**config.mk**
```make
export PLATFORM = sky130hd
export DESIGN_NAME = rgb_to_ycbcr_420_block
export DESIGN_NICKNAME = d
export VERILOG_FILES = /design/src/design/rgbycc_pkg.sv /design/src/design/rgbycc_lane.sv /design/src/design/rgbycc_merge.sv /design/src/design/rgb_to_ycbcr_420_block.sv
export SDC_FILE = /design/constraint.sdc
export NUM_CORES = 1
export LEC_CHECK = 0
export BUFFER_PORTS_ARGS = -buffer_cell sky130_fd_sc_hd__buf_2
export CAP_MARGIN = 20
export CORE_MARGIN = 2
export CORE_UTILIZATION = 30
export DETAILED_ROUTE_END_ITERATION = 8
export GPL_TIMING_DRIVEN = 1
export PLACE_DENSITY = 0.42
export SLEW_MARGIN = 5
export SYNTH_ARGS = -nofsm -noshare
export SYNTH_HDL_FRONTEND = slang
export SYNTH_SLANG_ARGS = --single-unit
```
**constraint.sdc**
```tcl
create_clock -name clk -period 15.56 [get_ports clk]
set_input_delay 3.112 -clock clk [delete_from_list [all_inputs] [get_ports clk]]
set_output_delay 3.112 -clock clk [all_outputs]
set_load 0.005 [all_outputs]
```
**src/design/rgbycc_pkg.sv**
```systemverilog
`timescale 1ns / 1ps
// ----------------------------------------------------------------------------
// rgbycc_pkg: shared types and constants
// BT.601 full-range weights in 8-bit fixed point, pixel type and widths
// for the 2x2 RGB to YCbCr 4:2:0 converter.
// ----------------------------------------------------------------------------
package rgbycc_pkg;

  localparam int unsigned NumLanes  = 4;
  localparam int unsigned CompW     = 8;
  localparam int unsigned LumaAccW  = 16;  // 256*255 + 128 fits in 16 bits
  localparam int unsigned SumW      = 10;  // four 8-bit values
  localparam int unsigned ChromaAccW = 18; // biased chroma sum stays below 2**18

  // luma weights, FIX(0.299) FIX(0.587) FIX(0.114), rounding one half
  localparam logic [7:0] LumaR     = 8'd77;
  localparam logic [7:0] LumaG     = 8'd150;
  localparam logic [7:0] LumaB     = 8'd29;
  localparam logic [7:0] LumaRound = 8'd128;

  // chroma weights on four-pixel sums, magnitudes
  localparam logic [7:0] CbR = 8'd43;   // FIX(0.16874)
  localparam logic [7:0] CbG = 8'd85;   // FIX(0.33126)
  localparam logic [7:0] CbB = 8'd128;  // FIX(0.5)
  localparam logic [7:0] CrR = 8'd128;  // FIX(0.5)
  localparam logic [7:0] CrG = 8'd107;  // FIX(0.41869)
  localparam logic [7:0] CrB = 8'd21;   // FIX(0.08131)

  // rounding 511 plus the 128 offset folded in above the 10-bit shift
  localparam logic [ChromaAccW-1:0] ChromaBias = 18'd131583;

  typedef struct packed {
    logic [CompW-1:0] red;
    logic [CompW-1:0] green;
    logic [CompW-1:0] blue;
  } pixel_t;

endpackage

```
**src/design/rgbycc_lane.sv**
```systemverilog
`timescale 1ns / 1ps
// ----------------------------------------------------------------------------
// rgbycc_lane: one pixel lane
// Computes the luma of one pixel and registers it together with the pixel
// for the merge stage.
// ----------------------------------------------------------------------------
module rgbycc_lane (
  input  logic                                clk,
  input  logic                                load,
  input  rgbycc_pkg::pixel_t                  pixel,
  output logic [rgbycc_pkg::CompW-1:0]        luma,
  output rgbycc_pkg::pixel_t                  pixel_held
);

  logic [rgbycc_pkg::LumaAccW-1:0] luma_acc;

  assign luma_acc = rgbycc_pkg::LumaAccW'(pixel.red)   * rgbycc_pkg::LumaR
                  + rgbycc_pkg::LumaAccW'(pixel.green) * rgbycc_pkg::LumaG
                  + rgbycc_pkg::LumaAccW'(pixel.blue)  * rgbycc_pkg::LumaB
                  + rgbycc_pkg::LumaAccW'(rgbycc_pkg::LumaRound);

  always_ff @(posedge clk) begin
    if (load) begin
      luma       <= luma_acc[rgbycc_pkg::LumaAccW-1 -: rgbycc_pkg::CompW];
      pixel_held <= pixel;
    end
  end

endmodule

```
**src/design/rgbycc_merge.sv**
```systemverilog
`timescale 1ns / 1ps
// ----------------------------------------------------------------------------
// rgbycc_merge: merge stage
// Sums the four lane pixels, derives the shared Cb and Cr and registers
// the complete result item.
// ----------------------------------------------------------------------------
module rgbycc_merge (
  input  logic                         clk,
  input  logic                         load,
  input  rgbycc_pkg::pixel_t           pixels [rgbycc_pkg::NumLanes],
  input  logic [rgbycc_pkg::CompW-1:0] lumas  [rgbycc_pkg::NumLanes],
  output logic [rgbycc_pkg::CompW-1:0] luma_out [rgbycc_pkg::NumLanes],
  output logic [rgbycc_pkg::CompW-1:0] cb_out,
  output logic [rgbycc_pkg::CompW-1:0] cr_out
);

  localparam int unsigned AccW = rgbycc_pkg::ChromaAccW;

  logic [rgbycc_pkg::SumW-1:0] red_sum, green_sum, blue_sum;
  logic [AccW-1:0]             cb_acc, cr_acc;

  always_comb begin
    red_sum   = '0;
    green_sum = '0;
    blue_sum  = '0;
    for (int i = 0; i < rgbycc_pkg::NumLanes; i++) begin
      red_sum   = red_sum   + rgbycc_pkg::SumW'(pixels[i].red);
      green_sum = green_sum + rgbycc_pkg::SumW'(pixels[i].green);
      blue_sum  = blue_sum  + rgbycc_pkg::SumW'(pixels[i].blue);
    end
  end

  // negative terms subtract modulo 2**AccW; the true result is never negative
  assign cb_acc = AccW'(blue_sum) * rgbycc_pkg::CbB + rgbycc_pkg::ChromaBias
                - AccW'(red_sum) * rgbycc_pkg::CbR - AccW'(green_sum) * rgbycc_pkg::CbG;
  assign cr_acc = AccW'(red_sum) * rgbycc_pkg::CrR + rgbycc_pkg::ChromaBias
                - AccW'(green_sum) * rgbycc_pkg::CrG - AccW'(blue_sum) * rgbycc_pkg::CrB;

  always_ff @(posedge clk) begin
    if (load) begin
      luma_out <= lumas;
      cb_out   <= cb_acc[AccW-1 -: rgbycc_pkg::CompW];
      cr_out   <= cr_acc[AccW-1 -: rgbycc_pkg::CompW];
    end
  end

endmodule

```
**src/design/rgb_to_ycbcr_420_block.sv**
```systemverilog
`timescale 1ns / 1ps
// ----------------------------------------------------------------------------
// rgb_to_ycbcr_420_block: 2x2 RGB block to YCbCr 4:2:0 converter
// BT.601 full-range conversion of one 2x2 pixel block per item: four luma
// values and one shared Cb/Cr pair.
// ----------------------------------------------------------------------------
//
//  channel  | handshake                  | payload
//  ---------+----------------------------+------------------------------------
//  pixel    | pixel_valid / pixel_stall  | red_/green_/blue_ x four positions
//  result   | result_valid / result_stall| luma_ x four, chroma_blue/red
//
//  one item per cycle sustained while result_stall stays low; an item passes
//  through the lane register stage and then the merge register stage
//  rst (synchronous, active high) empties both stages
//  a stalled result holds in the merge stage while the lane stage still
//  takes one more item; pixel_stall rises only when both stages are full
//
module rgb_to_ycbcr_420_block (
  input  logic       clk,
  input  logic       rst,
  input  logic       pixel_valid,
  output logic       pixel_stall,
  input  logic [7:0] red_top_left,
  input  logic [7:0] green_top_left,
  input  logic [7:0] blue_top_left,
  input  logic [7:0] red_top_right,
  input  logic [7:0] green_top_right,
  input  logic [7:0] blue_top_right,
  input  logic [7:0] red_bottom_left,
  input  logic [7:0] green_bottom_left,
  input  logic [7:0] blue_bottom_left,
  input  logic [7:0] red_bottom_right,
  input  logic [7:0] green_bottom_right,
  input  logic [7:0] blue_bottom_right,
  output logic       result_valid,
  input  logic       result_stall,
  output logic [7:0] luma_top_left,
  output logic [7:0] luma_top_right,
  output logic [7:0] luma_bottom_left,
  output logic [7:0] luma_bottom_right,
  output logic [7:0] chroma_blue,
  output logic [7:0] chroma_red
);

  localparam int unsigned Lanes = rgbycc_pkg::NumLanes;

  rgbycc_pkg::pixel_t             pixel_in   [Lanes];
  rgbycc_pkg::pixel_t             pixel_held [Lanes];
  logic [rgbycc_pkg::CompW-1:0]   lane_luma  [Lanes];
  logic [rgbycc_pkg::CompW-1:0]   merge_luma [Lanes];

  // stage occupancy
  logic lane_valid;
  logic merge_advance;
  logic lane_advance;

  // lane order: top-left, top-right, bottom-left, bottom-right
  assign pixel_in[0] = '{red: red_top_left,     green: green_top_left,
                         blue: blue_top_left};
  assign pixel_in[1] = '{red: red_top_right,    green: green_top_right,
                         blue: blue_top_right};
  assign pixel_in[2] = '{red: red_bottom_left,  green: green_bottom_left,
                         blue: blue_bottom_left};
  assign pixel_in[3] = '{red: red_bottom_right, green: green_bottom_right,
                         blue: blue_bottom_right};

  // merge stage moves when empty or when its result is being taken
  assign merge_advance = !result_valid || !result_stall;
  // lane stage moves when empty or when it hands over to the merge stage
  assign lane_advance  = !lane_valid || merge_advance;
  assign pixel_stall   = !lane_advance;

  always_ff @(posedge clk) begin
    if (rst) begin
      lane_valid   <= 1'b0;
      result_valid <= 1'b0;
    end else begin
      if (lane_advance) begin
        lane_valid <= pixel_valid;
      end
      if (merge_advance) begin
        result_valid <= lane_valid;
      end
    end
  end

  // one luma lane per pixel of the block
  for (genvar i = 0; i < Lanes; i++) begin : g_lane
    rgbycc_lane u_lane (
      .clk        (clk),
      .load       (lane_advance && pixel_valid),
      .pixel      (pixel_in[i]),
      .luma       (lane_luma[i]),
      .pixel_held (pixel_held[i])
    );
  end

  // chroma from the block sums, result register
  rgbycc_merge u_merge (
    .clk      (clk),
    .load     (merge_advance && lane_valid),
    .pixels   (pixel_held),
    .lumas    (lane_luma),
    .luma_out (merge_luma),
    .cb_out   (chroma_blue),
    .cr_out   (chroma_red)
  );

  assign luma_top_left     = merge_luma[0];
  assign luma_top_right    = merge_luma[1];
  assign luma_bottom_left  = merge_luma[2];
  assign luma_bottom_right = merge_luma[3];

  // input is held back only while both stages are full
  a_stall_full: assert property (@(posedge clk) disable iff (rst)
    pixel_stall |-> (lane_valid && result_valid && result_stall))
    else $error("pixel_stall with a free stage");

  // a lane item that hands over always shows up as a result
  a_lane_to_result: assert property (@(posedge clk) disable iff (rst)
    (lane_valid && merge_advance) |=> result_valid)
    else $error("lane item lost at merge stage");

  // an accepted item always occupies the lane stage next cycle
  a_accept_fills: assert property (@(posedge clk) disable iff (rst)
    (pixel_valid && !pixel_stall) |=> lane_valid)
    else $error("accepted item not held in lane stage");

  // taking the last result with nothing behind it empties the output
  a_drain: assert property (@(posedge clk) disable iff (rst)
    (result_valid && !result_stall && !lane_valid) |=> !result_valid)
    else $error("result repeated after being taken");

endmodule
```
==> results_dict.tcl <==
set metrics [dict create \
    num_vias 16621 \
    clk_latency_ps 490 \
    cts_buffer_depth 2 \
    final_common_cell "inv_1" \
    dp_cells 3783 \
    cts_root_buf "clkbuf_16" \
    drv_slew 0 \
    r2r-start "g_lane[1].u_lane.pixel_held[8]" \
    place.gp.congestion 0.814 \
    dp_slack_ps 5850 \
    timing.fmax_mhz 109 \
    tightest_slew_ps 1110 \
    h-tree-depth 4 \
    start_util_pct 30.3 \
    die_area_um2 91400 \
    clkSinkCount 178 \
    syn_nets 3511 \
    track_usage_pct 14.5 \
    crit_type "flip-flop to flip-flop" \
    nets 3687 \
    cts_resized 0 \
    fillers 8995 \
    post-cts-setup-buffer-count 0 \
    hold_depth 0 \
    numCtsBuffers 17 \
    critPathRequiredTime_ps 15790 \
    hp-class "flip-flop to flip-flop" \
    vias_per_cell 4.35 \
    cts_tree "built" \
    place_area_um2 29000 \
    finalWorstSetupSlack_ps 6370 \
    fin_area_um2 29600 \
    endpoint_kind "flip-flop" \
    wl_per_cell_um 16.2 \
    outcome "finished, final reports clean" \
    ys.flop_type "edfxtp_1" \
    syn_area_per_cell_um2 10.8 \
    drive_above_1_share_pct 8.04 \
    drt_wl_total_um 62000 \
    final_cell_mix "inv_1 (783), ha_1 (574), fa_1 (376)" \
    relSlewSlack_pct 25.2 \
    worst-path-max-fanout 6 \
    fin_skew_ps 12.8 \
    crit_arrival_ps 9430 \
    synth-edff-count 176 \
    area_delta_synth_final_pct 10.9 \
    initialDrtViolationCount 435 \
    ys_warn_count 0 \
    clk_pin_slew_ps 80 \
    dr_wl_met2_um 30600 \
    cpMaxStageDelayCell "fa_1" \
    finalHoldViolCount 0 \
    rsz0062_at_grt "false" \
    fp.dieW_um 302 \
    synthArstFlopShare_pct 0 \
    drtAntennaViolNets 0 \
    r2r_slack_ps 6370 \
    grt_max_degree 67 \
    startpoint_type "flip-flop" \
    netlist_instances 2461 \
    grt_pass1_vias 18389 \
    synth_seq_cells 178 \
    worstReg2RegEnd "u_merge.cr_out[7]" \
    synth-seq-area-share_pct 19.9 \
    io_pins 150 \
    antenna_found_initial 17 \
    fin_crit_ps 9190 \
    holdPathEnd "u_merge.luma_out[14]" \
    maxCapViolations 0 \
    grt_overflow 0 \
    drt_first_pass_iters 6 \
    routed.top_layer "met5" \
    finalNonFillerCells 3820 \
    drc 0 \
    core_um2 88200 \
    cpPeakStageDelay_ps 630 \
    ys_types 62 \
    die_y_um 302 \
    worstHoldStart "g_lane[2].u_lane.luma[6]" \
    rows 109 \
    syn-cell-area_um2 26700 \
    wl_met1_um 28100 \
    grt_pass1_wl_um 99800 \
    fin_crit_sh_pct 59.1 \
    r2r_cells 29 \
    cp_common_cell "fa_1" \
    fin_setup_tns_ps 0 \
    met3_length_um 2400 \
    port_buffers 149 \
    dp_hpwl_um 54200 \
    final-setup-viol-count 0 \
    ctsHoldBuffers 0 \
]
[metal layers]
metal / global-route usage [%] / vias up
li1: - / 8128
met1: 18.3 / 8257
met2: 25.3 / 161
met3: 2.91 / 53
met4: 3.28 / 22
met5: 0 / -
[synth_stat cells (all sizes together), types with 13 or more instances]
library cell	number	share of area [%]
nand2b	18	0.42
fa	376	28
nor2b	16	0.37
a21o	28	0.79
nand2	29	0.41
nor3	15	0.30
edfxtp	176	20
inv	783	11
xnor2	96	3.1
nor2	50	0.70
o21bai	16	0.46
nand3	13	0.24
a21oi	79	1.5
xor2	35	1.1
o21ai	44	0.84
o21a	18	0.51
ha	574	27
[registers in the layout, indices dropped and copies added, names as in the netlist]
| register | flops |
|---|---|
| g_lane.u_lane.luma | 32 |
| u_merge.cb_out | 8 |
| lane_valid | 1 |
| u_merge.cr_out | 8 |
| result_valid | 1 |
| g_lane.u_lane.pixel_held | 96 |
| u_merge.luma_out | 32 |
[how the worst max path moves through the flow]
stage                                   startpoint                       end  slack, ps  cells past startpoint
floorplan                             result_stall  g_lane[0].u_lane.luma[0]       5940                      2
global route        g_lane[1].u_lane.pixel_held[8]         u_merge.cr_out[7]       5800                     29
global placement                green_top_right[4]  g_lane[1].u_lane.luma[7]       5880                     23
CTS                 g_lane[1].u_lane.pixel_held[8]         u_merge.cr_out[7]       6230                     29
detailed placement              green_top_right[4]  g_lane[1].u_lane.luma[7]       5850                     23
finish              g_lane[1].u_lane.pixel_held[8]         u_merge.cr_out[7]       6370                     29
[cells by family (layout without fill, tap and decap cells)]
family / Yosys count / count (layout) / share of synthesized area [%]
DFF: 178 / 178 / 19.9
and+or+nand+nor: 185 / 185 / 3.57
other: 0 / 5 / 0
AOI/OAI and AO/OA: 233 / 233 / 5.99
buffers and inverters: 783 / 972 / 11.0
xor gates and xnor gates: 132 / 132 / 4.38
adders and majority gates: 950 / 950 / 55.1
[critical path, delay by kind of cell, from the launching register on]
family,cells,cell delay [ps]
adder cells (fa/ha/maj),11,4760
XOR/XNOR,2,490
AO/OA/AOI/OAI,12,3070
buffers and inverters,4,210
flip-flops,1,410
[per-stage QoR]
stage / hold slack [ps] / utilization (%)
4_1_cts: 423 / 33.5
3_3_place_gp: 402 / 32.8
3_5_place_dp: 405 / 32.8
5_1_grt: 437 / 33.5
2_1_floorplan: 400 / -
6_report: 421 / 33.6
[final cells by class]
class,instances,area (um^2),share of cell area [%]
repair buffers,157,806,2.72
clock inverters,15,195,0.659
well taps,1165,1460,4.92
diodes,5,12.5,0.0423
inverters,783,2940,9.93
flip-flops and latches,178,5330,18.0
multi-input cells,1500,18400,62.3
clock buffers,17,425,1.44
Power is left out: the tool's default activity adds up to more than one toggle a clock period on the data nets, which glitch-free logic cannot reach.
